==> src/rtl/lpl_pkg.sv <==
package lpl_pkg;

    localparam int MAX_DELAY_DEF   = 1024;
    localparam int SAMPLE_BITS_DEF = 24;

    localparam int GAIN_FRAC  = 24;
    localparam int GAIN_W     = 25;
    localparam int MUL_B_W    = 26;
    localparam int THR_W      = 24;
    localparam int ALPHA_W    = 25;
    localparam int DLY_W      = 10;
    localparam int CFG_IDX_W  = 2;
    localparam int CFG_DATA_W = 25;

    localparam logic [GAIN_W-1:0]  GAIN_ONE    = 25'h1000000;
    localparam logic [THR_W-1:0]   THR_RESET   = 24'd5938679;
    localparam logic [ALPHA_W-1:0] ALPHA_RESET = 25'd17467;
    localparam logic [DLY_W-1:0]   DLY_RESET   = 10'd960;

    localparam logic [CFG_IDX_W-1:0] CFG_THRESHOLD = 2'd0;
    localparam logic [CFG_IDX_W-1:0] CFG_ALPHA     = 2'd1;
    localparam logic [CFG_IDX_W-1:0] CFG_DELAY     = 2'd2;

    typedef enum logic [3:0] {
        ST_CLEAR,
        ST_IDLE,
        ST_PREP,
        ST_DIV,
        ST_GAIN,
        ST_GAIN_ADD,
        ST_MUL_L,
        ST_MUL_R,
        ST_DONE
    } state_t;

    typedef struct packed {
        logic clear;
        logic wr_en;
        logic rd_en;
    } ring_req_t;

endpackage

==> src/rtl/lpl_mult.sv <==
module lpl_mult #(
    parameter int A_W = lpl_pkg::SAMPLE_BITS_DEF + 2
) (
    input  logic                                     clk,
    input  logic                                     en,
    input  logic signed [A_W-1:0]                    op_a,
    input  logic signed [lpl_pkg::MUL_B_W-1:0]       op_b,
    output logic signed [A_W+lpl_pkg::MUL_B_W-1:0]   prod
);

    logic signed [A_W+lpl_pkg::MUL_B_W-1:0] prod_reg;

    always_ff @(posedge clk)
    begin
        if (en)
        begin
            prod_reg <= op_a * op_b;
        end
    end

    assign prod = prod_reg;

endmodule

==> config.mk <==
export PLATFORM = sky130hd
export DESIGN_NAME = lpl_mult
export DESIGN_NICKNAME = d
export VERILOG_FILES = /design/src/rtl/lpl_pkg.sv /design/src/rtl/lpl_mult.sv
export SDC_FILE = /design/constraint.sdc
export NUM_CORES = 2
export LEC_CHECK = 0
export BUFFER_PORTS_ARGS = -buffer_cell sky130_fd_sc_hd__buf_2
export CAP_MARGIN = 5
export CELL_PAD_IN_SITES_DETAIL_PLACEMENT = 0
export CELL_PAD_IN_SITES_GLOBAL_PLACEMENT = 1
export CORE_MARGIN = 5
export CORE_UTILIZATION = 55
export CTS_BUF_LIST = sky130_fd_sc_hd__clkbuf_4 sky130_fd_sc_hd__clkbuf_8
export CTS_CLUSTER_DIAMETER = 50
export DETAILED_ROUTE_END_ITERATION = 7
export GPL_TIMING_DRIVEN = 0
export PLACE_DENSITY_LB_ADDON = 0.25
export SETUP_SLACK_MARGIN = 0.2
export SLEW_MARGIN = 10
export SYNTH_ARGS = -nofsm -noshare
export SYNTH_HDL_FRONTEND = slang
export SYNTH_SLANG_ARGS = --single-unit
export TNS_END_PERCENT = 20
==> constraint.sdc <==
create_clock -name clk -period 12.4 [get_ports clk]
set_input_delay 0 -clock clk [delete_from_list [all_inputs] [get_ports clk]]
set_output_delay 0 -clock clk [all_outputs]
set_load 0.02 [all_outputs]
* Word-level counts from Yosys, hierarchy flattened
Index checks and enable logic that the tools add are counted.
** Storage, ports and cells
- Bits in registers :: 52
- Word-level logic and storage cells :: 2
- Bits of input ports :: 54
** Cells by class
- $mul :: 1
** Operator list (count)
- 26-bit by 26-bit multiplier with 52-bit output :: 1

* Logic depth before layout (Yosys ltp)
- Word-level depth :: 1
- Gate-level depth with buffers :: 26
- Gate-level depth less buffers :: 24

* Worst setup path before layout
No wires, ideal clock.
- Path type :: input to register
- Start :: input port op_a[25]
- End :: register prod_reg (netlist bit prod[44]), data pin
- Path buffers :: 1
- Stages :: 22
- Setup time :: 0.266 ns
- Data arrival time :: 6.290 ns
- Slack :: 5.844 ns
- Path through :: clkbuf_1 > nand2_1 > inv_1 > fa_1 > fa_1 > inv_1 > fa_1 > inv_1 > fa_1 > fa_1 > fa_1 > inv_1 > fa_1 > inv_1 > ha_1 > nand2_1 > or4_1 > or4_1 > o211ai_1 > a21oi_2 > o21ai_1 > xor2_1
** On the way
- Cells in the longest elaborated chain, start to end :: 1
** RTL lines
- from (decl) :: line lpl_mult.sv:6 : input logic signed [A_W-1:0] op_a,
- 26-bit by 26-bit multiplier with 52-bit output :: line lpl_mult.sv:17 : prod_reg <= op_a * op_b;
- to (signal assigned) :: line lpl_mult.sv:17
- to (decl) :: line lpl_mult.sv:11 : logic signed [A_W+lpl_pkg::MUL_B_W-1:0] prod_reg;
Every way passes these cells.
A chain may end at the register's enable or synchronous reset.

* Final worst setup path
- Start :: input port op_b[6] (netlist bit)
- End :: register prod_reg (netlist bit prod[51]), data pin
** On the way
- Cells in the longest elaborated chain, start to end :: 1
** RTL lines
- from (decl) :: line lpl_mult.sv:7 : input logic signed [lpl_pkg::MUL_B_W-1:0] op_b,
- 26-bit by 26-bit multiplier with 52-bit output :: line lpl_mult.sv:17
Every way passes these cells.

==> flow_summary.yaml <==
sta:
  fmax_mhz: 125
  setup_tns_ps: 0
  rsz0062_at_grt: "false"
  drv_slew: 0
  worstMarginPinSlew_ps: 1080
  final_hold_viol_count: 0
  min_period_ps: 7970
  post-route-period-util: 0.643
  finalSetupViolations: 0
  slew_headroom: 0.282
floorplanning:
  pin_count: 106
  die-width_um: 228
  rows: 79
  coreArea_um2: 46800
  fp.dieH_um: 228
  initial_utilization: 0.559
  die_area_um2: 52000
global_routing:
  antenna_found_initial: 6
  overflow: 0
  grt_pass1_vias: 21412
  grt_pass1_wl_um: 126000
  grt_use_total: 0.321
  grt_max_degree: 53
cells_and_area:
  diodes: 0
  design.final.nets: 3776
  area_growth_pct: 5.11
  largest_reg_flops: 52
  drive_gt1_frac: 0.0426
synth:
  synth-warning-count: 0
  netlist_area_um2: 26100
  synthAdderAreaFrac: 0.614
  synth-compound-area-share: 0.0408
  synthMuxAreaShare: 0
  synth_xor_area_frac: 0.0191
  synth_area_leader_cell: "fa_1"
  synth-edff-count: 52
  async_flop_share: 0
  synth.area.top_cells: "fa_1 54%, inv_1 11%, ha_1 7.0%"
  synth_nets: 3673
  synth_area_per_cell_um2: 9.46
  synth_top_area_share: 0.544
  synth_top_family_by_area: "adder cells"
  synth_cells: 2763
  synth.yosys.seq_area_share: 0.0597
  synth_cell_types: 54
  yosys.area_share.simple: 0.143
  synth_seq_cells: 52
  synth_ff_type: "edfxtp_1"
routing:
  vias_per_cell: 5.55
  drtIter0Drc: 1382
  wl_um: 81700
  drc: 0
  drtPass1Iterations: 5
  ant_nets: 0
  post_drt_wl_per_cell_um: 23.5
  dr_total_vias: 19278
clock_network:
  numClockSinks: 52
  clockBufferDepth: 2
  post_cts_resize_count: 0
  cts_root_buf: "clkbuf_8"
  cts_tree: "built"
  postCtsSetupRepairBufs: 0
  clk_pin_slew_ps: 110
  cts_hold_buffers: 0
  htreeDepth: 2
  numCtsBuffers: 5
placed_design:
  dpl.hpwl_um: 70400
  gp_congestion: 0.988
  io_buffers: 96
critical_path:
  worstSetupStartpointType: "input pin"
  cp-endpoint: "prod[51]$_DFFE_PP_"
  crit_type: "in2reg"
  critPathMaxFanout: 10
  crit_required_ps: 12480
  crit_arrival_ps: 8050
  cp-end-kind: "flip-flop"
  critPathLaunch: "op_b[6]"
min_path:
  hp-start: "op_b[0]"
  hold_path_class: "in2reg"
job:
  drv_cap: 0
status:
  status: "complete, no violations"
-- cells in the mapped netlist, drive strengths merged (11+ instances only) --
master	instances
nor2	50
nand3	11
clkbuf	122
xor2	11
nand4	11
o21ai	26
edfxtp	52
nand2	398
a21oi	57
and2	282
inv	737
a21o	20
fa	710
ha	146
xnor2	46
-- cell type report --
class,count,area [um2]
timing repair buffer,96,483
buffer,123,463
sequential,52,1560
clock inverter,3,25.0
inverter,737,2770
fill,4286,19300
multi-input combinational,1851,21300
tap,607,759
clock buffer,5,68.8
-- metrics by stage --
step	instance area, um2	hold WS [ps]	utilization	setup slack [ps]	instances
3_5_place_dp	27400	445	0.586	4200	3466
3_3_place_gp	27400	445	0.586	4310	3466
4_1_cts	27500	114	0.588	4530	3474
2_1_floorplan	26100	112	-	5840	2763
6_report	27500	126	0.588	4430	3474
5_1_grt	27500	105	0.588	4060	3474
-- per-layer routing --
metal / vias up / share of wire / global-route usage / wire (um)
met5: - / 0 / 0 / 0
met4: 0 / 0.068 / 0.163 / 5520
met3: 206 / 0.079 / 0.0543 / 6480
met2: 824 / 0.49 / 0.545 / 40200
met1: 10110 / 0.36 / 0.402 / 29500
li1: 8138 / - / - / -
-- worst max-delay path, stage by stage --
cell and delay [ps]:
clkbuf_1 540, clkbuf_1 710, nand2_1 170, fa_1 540
inv_1 50, fa_1 480, inv_1 60, fa_1 540
inv_1 50, fa_1 500, inv_1 60, fa_1 540
inv_1 70, fa_1 490, inv_1 60, fa_1 570
inv_1 70, ha_1 380, a21oi_1 90, o21ai_0 530
o21ai_0 190, o211ai_1 250, nand3_1 240, a211oi_1 560
nor3_1 90, nand4bb_1 210
-- kinds of logic after synthesis --
logic type,Yosys count
fa+ha+maj,856
compound gates,160
flops,52
simple gates,778
xor+xnor,57
buf+inv,860
-- layout by cell type (no fill, tap or decap), types with 3 or more instances in the layout --
cell type / count
o211ai_1: 7
a21o_1: 18
or2_2: 3
nand2b_1: 7
a21oi_1: 55
xor2_1: 11
nand2_1: 398
and2_1: 281
fa_1: 710
edfxtp_1: 52
nor3_1: 4
a31oi_1: 4
nand4_1: 11
inv_1: 737
buf_2: 96
nor2_1: 50
or4_1: 3
nand3_1: 11
a211oi_1: 8
xnor2_1: 46
ha_1: 146
clkbuf_8: 5
clkbuf_1: 122
o2111ai_1: 3
o21ai_0: 25
o21bai_1: 8
or3_1: 3
o21a_1: 4
-- worst min-delay path by stage --
stage                                   end  slack [ps]  depth (start not counted)
after floorplan           prod[0]$_DFFE_PP_         110                          0
after global placement             prod[29]         440                          1
after detailed placement           prod[47]         450                          1
after CTS                 prod[0]$_DFFE_PP_         110                          2
after global routing      prod[0]$_DFFE_PP_         110                          2
final                     prod[0]$_DFFE_PP_         130                          2
Power is left out: the tool's default activity adds up to more than one toggle a clock period on the data nets, which glitch-free logic cannot reach.
