### config.mk
export PLATFORM = sky130hd
export DESIGN_NAME = lpl_div
export DESIGN_NICKNAME = d
export VERILOG_FILES = /design/src/rtl/lpl_pkg.sv /design/src/rtl/lpl_div.sv
export SDC_FILE = /design/constraint.sdc
export NUM_CORES = 1
export LEC_CHECK = 0
export ABC_AREA = 1
export BUFFER_PORTS_ARGS = -buffer_cell sky130_fd_sc_hd__buf_2
export CORE_ASPECT_RATIO = 0.7
export CORE_MARGIN = 2
export CORE_UTILIZATION = 45
export DETAILED_ROUTE_END_ITERATION = 8
export PLACE_DENSITY = 0.76
export SLEW_MARGIN = 20
export SYNTH_ARGS = -nofsm -noshare
export SYNTH_HDL_FRONTEND = slang
export SYNTH_SLANG_ARGS = --single-unit
### constraint.sdc
create_clock -name clk -period 2.4 [get_ports clk]
set_input_delay 0.48 -clock clk [delete_from_list [all_inputs] [get_ports clk]]
set_output_delay 0.48 -clock clk [all_outputs]
set_load 0.01 [all_outputs]
### src/rtl/lpl_pkg.sv
package lpl_pkg;

    localparam int MAX_DELAY_DEF   = 1024;
    localparam int SAMPLE_BITS_DEF = 24;

    localparam int GAIN_FRAC  = 24;
    localparam int GAIN_W     = 25;
    localparam int MUL_B_W    = 26;
    localparam int THR_W      = 24;
    localparam int ALPHA_W    = 25;
    localparam int DLY_W      = 10;
    localparam int CFG_IDX_W  = 2;
    localparam int CFG_DATA_W = 25;

    localparam logic [GAIN_W-1:0]  GAIN_ONE    = 25'h1000000;
    localparam logic [THR_W-1:0]   THR_RESET   = 24'd5938679;
    localparam logic [ALPHA_W-1:0] ALPHA_RESET = 25'd17467;
    localparam logic [DLY_W-1:0]   DLY_RESET   = 10'd960;

    localparam logic [CFG_IDX_W-1:0] CFG_THRESHOLD = 2'd0;
    localparam logic [CFG_IDX_W-1:0] CFG_ALPHA     = 2'd1;
    localparam logic [CFG_IDX_W-1:0] CFG_DELAY     = 2'd2;

    typedef enum logic [3:0] {
        ST_CLEAR,
        ST_IDLE,
        ST_PREP,
        ST_DIV,
        ST_GAIN,
        ST_GAIN_ADD,
        ST_MUL_L,
        ST_MUL_R,
        ST_DONE
    } state_t;

    typedef struct packed {
        logic clear;
        logic wr_en;
        logic rd_en;
    } ring_req_t;

endpackage

### src/rtl/lpl_div.sv
module lpl_div #(
    parameter int PEAK_W = lpl_pkg::SAMPLE_BITS_DEF
) (
    input  logic                           clk,
    input  logic                           rst_n,
    input  logic                           start,
    input  logic [lpl_pkg::THR_W-1:0]      dividend,
    input  logic [PEAK_W-1:0]              divisor,
    output logic                           done,
    output logic [lpl_pkg::GAIN_FRAC-1:0]  quotient
);

    localparam int CNT_W = $clog2(lpl_pkg::GAIN_FRAC);
    localparam logic [CNT_W-1:0] CNT_LAST = CNT_W'(lpl_pkg::GAIN_FRAC - 1);

    logic                          busy_reg;
    logic                          busy_next;
    logic                          done_reg;
    logic                          done_next;
    logic [CNT_W-1:0]              cnt_reg;
    logic [CNT_W-1:0]              cnt_next;
    logic [PEAK_W-1:0]             rem_reg;
    logic [PEAK_W-1:0]             divisor_reg;
    logic [lpl_pkg::GAIN_FRAC-1:0] quo_reg;
    logic [PEAK_W:0]               shifted;
    logic [PEAK_W:0]               diff;
    logic                          fits;

    assign shifted = {rem_reg, 1'b0};
    assign diff    = shifted - {1'b0, divisor_reg};
    assign fits    = shifted >= {1'b0, divisor_reg};

    always_comb
    begin
        busy_next = busy_reg;
        done_next = 1'b0;
        cnt_next  = cnt_reg;
        if (start)
        begin
            busy_next = 1'b1;
            cnt_next  = '0;
        end
        else if (busy_reg)
        begin
            cnt_next = CNT_W'(cnt_reg + 1'b1);
            if (cnt_reg == CNT_LAST)
            begin
                busy_next = 1'b0;
                done_next = 1'b1;
            end
        end
    end

    always_ff @(posedge clk or negedge rst_n)
    begin
        if (!rst_n)
        begin
            busy_reg <= 1'b0;
            done_reg <= 1'b0;
            cnt_reg  <= '0;
        end
        else
        begin
            busy_reg <= busy_next;
            done_reg <= done_next;
            cnt_reg  <= cnt_next;
        end
    end

    // remainder stays below the divisor, so each step yields one quotient bit
    always_ff @(posedge clk)
    begin
        if (start)
        begin
            rem_reg     <= PEAK_W'(dividend);
            divisor_reg <= divisor;
            quo_reg     <= '0;
        end
        else if (busy_reg)
        begin
            rem_reg <= fits ? diff[PEAK_W-1:0] : shifted[PEAK_W-1:0];
            quo_reg <= {quo_reg[lpl_pkg::GAIN_FRAC-2:0], fits};
        end
    end

    assign done     = done_reg;
    assign quotient = quo_reg;

endmodule

# --- Word level (Yosys, flattened, before mapping) ---
# Cells that the tools add are included.
word_totals:
  regBits: 79
  out_inout_bits: 25
  wordCells: 22
  input_bits: 51
classes:
  muxes: 11
  addsub: 2
  eq_ne: 1
  reduce_logical: 1
  n_lt_le_gt_ge: 1
op_table:
  columns: ["operator", "count"]
  rows:
  - ["2-to-1 mux 24 bit", 3]
  - [">= comparator 25 x 24 -> 1 bit", 1]
  - ["subtractor 24 bit", 1]
  - ["2-to-1 mux 5 bit", 2]
  - ["2-to-1 mux 1 bit", 6]
  - ["adder 5 x 1 -> 5 bit, second input constant", 1]
  - ["equality test 5 bit, second input constant", 1]
  - ["nonzero test 2 bit", 1]

# --- Longest topological paths before layout ---
logic_depth:
  depth_word: 4
  ltp_mapped: 16
  depth_no_buf: 15

# --- Least setup slack after synthesis ---
# OpenSTA, ideal clock, no wires.
synth_path:
  path_kind: "input -> register"
  from: "input port start"
  to: "register rem_reg[0] (enable)"
  slack_ns: 0.189
  t_required_ns: 2.002
  cell_stages: 4
  setup_time_ns: 0.398
  n_path_buf: 2
  t_arrival_ns: 1.813
  path_cell_list: "clkbuf_1 nor2_1 inv_1 clkbuf_1"
synth_between:
  elab_chain_len: 1
synth_rtl:
  columns: ["element", "line", "text"]
  rows:
  - ["from (decl)", "lpl_div.sv:6", "input logic start,"]
  - ["nonzero test 2 bit (no line)", null, null]
  - ["to (signal assigned)", "lpl_div.sv:75", "rem_reg <= PEAK_W'(dividend);"]
  - ["to (signal assigned)", "lpl_div.sv:81", "rem_reg <= fits ? diff[PEAK_W-1:0] : shifted[PEAK_W-1:0];"]
  - ["to (decl)", "lpl_div.sv:22", "logic [PEAK_W-1:0] rem_reg;"]
# No other way between the ends.
# A chain may end at the register's enable or synchronous reset.

# --- Worst setup path in the final report ---
layout_path:
  from: "register rem_reg[6]"
  to: "register rem_reg[22], data pin"
layout_between:
  elab_chain_len: 4
  elab_cells_between_ends: 5
  classes_between: "add/sub: 1; order compare: 1; mux: 3"
layout_rtl:
  columns: ["element", "line", "text"]
  rows:
  - ["subtractor 24 bit / >= comparator 25 x 24 -> 1 bit (equally long branches)", "lpl_div.sv:30, lpl_div.sv:31", null]
  - ["2-to-1 mux 24 bit (*)", "lpl_div.sv:81", null]
  - ["2-to-1 mux 24 bit (*)", "lpl_div.sv:79", "else if (busy_reg)"]
  - ["2-to-1 mux 24 bit (*)", "lpl_div.sv:73", "if (start)"]
# Every way passes the cells marked *; elsewhere a longest branch is shown, timed or not. The select of a mux whose other input is x is not followed.

==> flow_metrics.env <==
export IMPL_cpLargestDelayFamily="simple AND/OR/NAND/NOR gates"
export IMPL_overflow=0
export IMPL_layout_drive_gt1_share_pct=18.0
export IMPL_nFillCells=1009
export IMPL_syn_nets=761
export IMPL_netlist_instances=684
export IMPL_yosys_most_used_dff="edfxtp_1"
export IMPL_cts_sinks=79
export IMPL_htreeDepth=3
export IMPL_track_usage_pct=21.9
export IMPL_startpoint_type="flop"
export IMPL_fmax_ghz=0.443
export IMPL_yosys_warnings=0
export IMPL_fin_skew_ns=0.0101
export IMPL_viasPerCell=4.93
export IMPL_async_flop_share_pct=8.86
export IMPL_cts_root_buf="clkbuf_16"
export IMPL_worst_pin_slew_ns=0.759
export IMPL_min_path_type="input port to flop"
export IMPL_drc_errors=0
export IMPL_p_switching_w=0.00287
export IMPL_slew_headroom_pct=49.3
export IMPL_synth_edf_count=48
export IMPL_cp_slowest_cell="edfxtp_1"
export IMPL_die_w_um=130
export IMPL_arrival_ns=2.36
export IMPL_finalSetupViolCount=0
export IMPL_dr_pass1_iters=5
export IMPL_synth_cell_types=37
export IMPL_status="finished clean"
export IMPL_combPwrFrac_pct=50.5
export IMPL_yosys_top_cells_area="edfxtp_1, nand2_1, inv_1, dfxtp_1, ha_1"
export IMPL_p_int_w=0.00392
export IMPL_yosys_area_top_type_share_pct=28.7
export IMPL_die_h_um=92.3
export IMPL_totalWireLength_um=12700
export IMPL_p_leak_nw=3.10
export IMPL_pre_cts_slack_ns=0.109
export IMPL_wire_per_inst_um=13.7
export IMPL_gp_congestion=0.960
export IMPL_synth_top_area_cell="edfxtp_1"
export IMPL_dp_hpwl_um=9410
export IMPL_crit_path_cell_trace="ha_1 -> nand2_1 -> inv_2 -> nand2_1 -> nand2_1 -> clkinv_1 -> nand3_2 -> nand3b_4 -> buf_6 -> nand3_1 -> nand2_1 -> clkinv_1 -> nand2_1 -> nand2_1"
export IMPL_cts_tree="done"
export IMPL_vdd_drop_max_v=0.000466
export IMPL_finalWorstSetupSlack_ns=0.144
export IMPL_finalCriticalPeriod_ns=2.26
export IMPL_hold_violations=0
export IMPL_grt_max_degree=37
export IMPL_slew_violations=0
export IMPL_finalCritPeriodShare_pct=94.0
export IMPL_area_growth_pct=21.3
export IMPL_clk_pin_slew_ns=0.07
export IMPL_crit_fanout=23
export IMPL_swShare_pct=42.2
export IMPL_share_seq_of_total_power_pct=27.9
export IMPL_finalCoreUtilization_pct=55.6
export IMPL_powerDensity_nw_per_um2=1120
export IMPL_ys_seq_area_share_pct=41.8
export IMPL_syn_avg_cell_area_um2=7.33
export IMPL_cts_buffer_depth=2
export IMPL_grt_pass1_vias=4192
export IMPL_clock_power_share_pct=21.7
export IMPL_syn_area_um2=5010
export IMPL_drv_cap=0
export IMPL_num_antenna_cells=0
export IMPL_required_ns=2.50
export IMPL_portBuffers=75
export IMPL_crit_type="flop to flop"
export IMPL_antenna_found_initial=0
export IMPL_initial_core_util_pct=45.9
export IMPL_dieArea_um2=12000
export IMPL_slowest_delay_ns=0.39
export IMPL_finalSetupTns_ns=0
export IMPL_post_cts_setup_buffer_count=0
export IMPL_rows=32
export IMPL_coreArea_um2=10900
export IMPL_route_antenna_remaining_nets=0
export IMPL_grt_first_pass_wirelength_um=20500
export IMPL_synth_seq_cells=79
export IMPL_vias=4586
export IMPL_ioPinCount=76
export IMPL_cts_inserted_buffers=9
export IMPL_clk_latency_ns=0.35
export IMPL_critical_path_buf_inv_count=4
export IMPL_power_w=0.00679
export IMPL_drt_iter0_markers=352
export IMPL_nNetsFinal=849
export IMPL_cp_end_kind="flop"
export IMPL_crit_top_cell="nand2_1"
-- power groups by stage --
stage	logic [W]	registers, W	clock network (W)
floorplan	0.00239	0.00186	0
global placement	0.00318	0.00188	0
detailed placement	0.00321	0.00189	0
CTS	0.00324	0.00186	0.00149
global route	0.00386	0.00192	0.00155
finish	0.00343	0.00189	0.00147
-- through the flow --
stage / cell area, um2 / instances / hold WS [ns]
finish: 6080 / 930 / 0.301
global route: 6080 / 930 / 0.291
CTS: 5980 / 930 / 0.296
detailed placement: 5640 / 913 / 0.320
global placement: 5640 / 913 / 0.325
floorplan: 5010 / 684 / 0.184
-- path summary, 6_finish.rpt --
kind | depth (start not counted) | start | to | slack, ns
hold reg to reg | 2 | quotient[23]$_SDFFE_PP0P_ | quotient[23]$_SDFFE_PP0P_ | 0.47
max in group asynchronous | 2 | rst_n | busy_reg$_DFF_PN0_ | 1.75
setup / recovery | 14 | rem_reg[6]$_DFFE_PP_ | rem_reg[22]$_DFFE_PP_ | 0.14
min in group asynchronous | 2 | rst_n | cnt_reg[3]$_DFFE_PN0P_ | 0.49
hold / removal | 1 | divisor[7] | divisor_reg[7]$_DFFE_PP_ | 0.30
setup reg to reg | 14 | rem_reg[6]$_DFFE_PP_ | rem_reg[22]$_DFFE_PP_ | 0.14
-- Yosys cell counts, types with 2 or more instances --
library cell,instances
nand2_1,230
inv_1,131
nand3_1,55
edfxtp_1,48
nor2_1,34
ha_1,25
dfxtp_1,24
o22ai_1,22
nand3b_1,21
a21oi_1,18
clkbuf_1,9
o21ai_0,8
xnor2_1,8
dfrtp_1,7
nand4_1,6
inv_2,4
nor3_1,4
buf_4,3
clkinv_1,3
buf_1,2
buf_2,2
nand3_2,2
nor2_2,2
nor4_1,2
o21ai_1,2
-- worst reg2reg max path, stage by stage, from the launching register on --
cell      delay (ns)
edfxtp_1        0.39
ha_1            0.37
nand2_1         0.16
inv_2           0.04
nand2_1         0.06
nand2_1         0.07
clkinv_1        0.06
nand3_2         0.13
nand3b_4        0.13
buf_6           0.23
nand3_1         0.12
nand2_1         0.08
clkinv_1        0.07
nand2_1         0.06
nand2_1         0.05
-- cell families (layout without fill, tap and decap cells) --
logic type,count (synthesis),in the layout,share of synthesized area (%)
AOI/OAI and AO/OA,52,52,5.86
buffers and inverters,155,248,12.0
and+or+nand+nor,363,363,32.1
adders and majority gates,26,26,6.64
DFF,79,79,41.8
xor gates and xnor gates,9,9,1.57
-- routing by layer --
metal	vias up	track usage (%)	wire length, um
met5	-	0	0
met4	0	5.02	172
met3	18	7.51	1220
met2	176	30.8	5130
met1	2053	32.2	6220
li1	2339	-	-
-- final cells by class --
| class | count | area (um2) | area share (%) |
|---|---|---|---|
| multi-input cells | 450 | 2410 | 39.6 |
| repair buffers | 94 | 541 | 8.89 |
| flip-flops and latches | 79 | 2100 | 34.5 |
| clock buffers | 11 | 275 | 4.53 |
| inverters | 138 | 518 | 8.52 |
| well taps | 153 | 191 | 3.15 |
| clock inverters | 5 | 48.8 | 0.802 |
-- placed cells by master (no fill, tap or decap), drive strengths merged --
cell and count:
or2 1, ha 25, nor2 37, fa 1
clkinv 4, nor4 3, xor2 1, o21ai 10
dfrtp 7, nand4 6, nor3 4, clkbuf 11
xnor2 8, buf 93, dlygate4sd3 1, a21oi 19
nand2 232, edfxtp 48, o21a 1, inv 139
o22ai 22, and2 1, nand3 57, nand3b 22
dfxtp 24
-- what timing repair did --
action | 4_1_cts | 5_1_grt
hold buffers | 1 | 0
endpoints found under the setup margin | 0 | 23
endpoints found under the hold margin | 7 | 0
gates resized for setup | 0 | 20
Power figures use the tool's default switching activity.
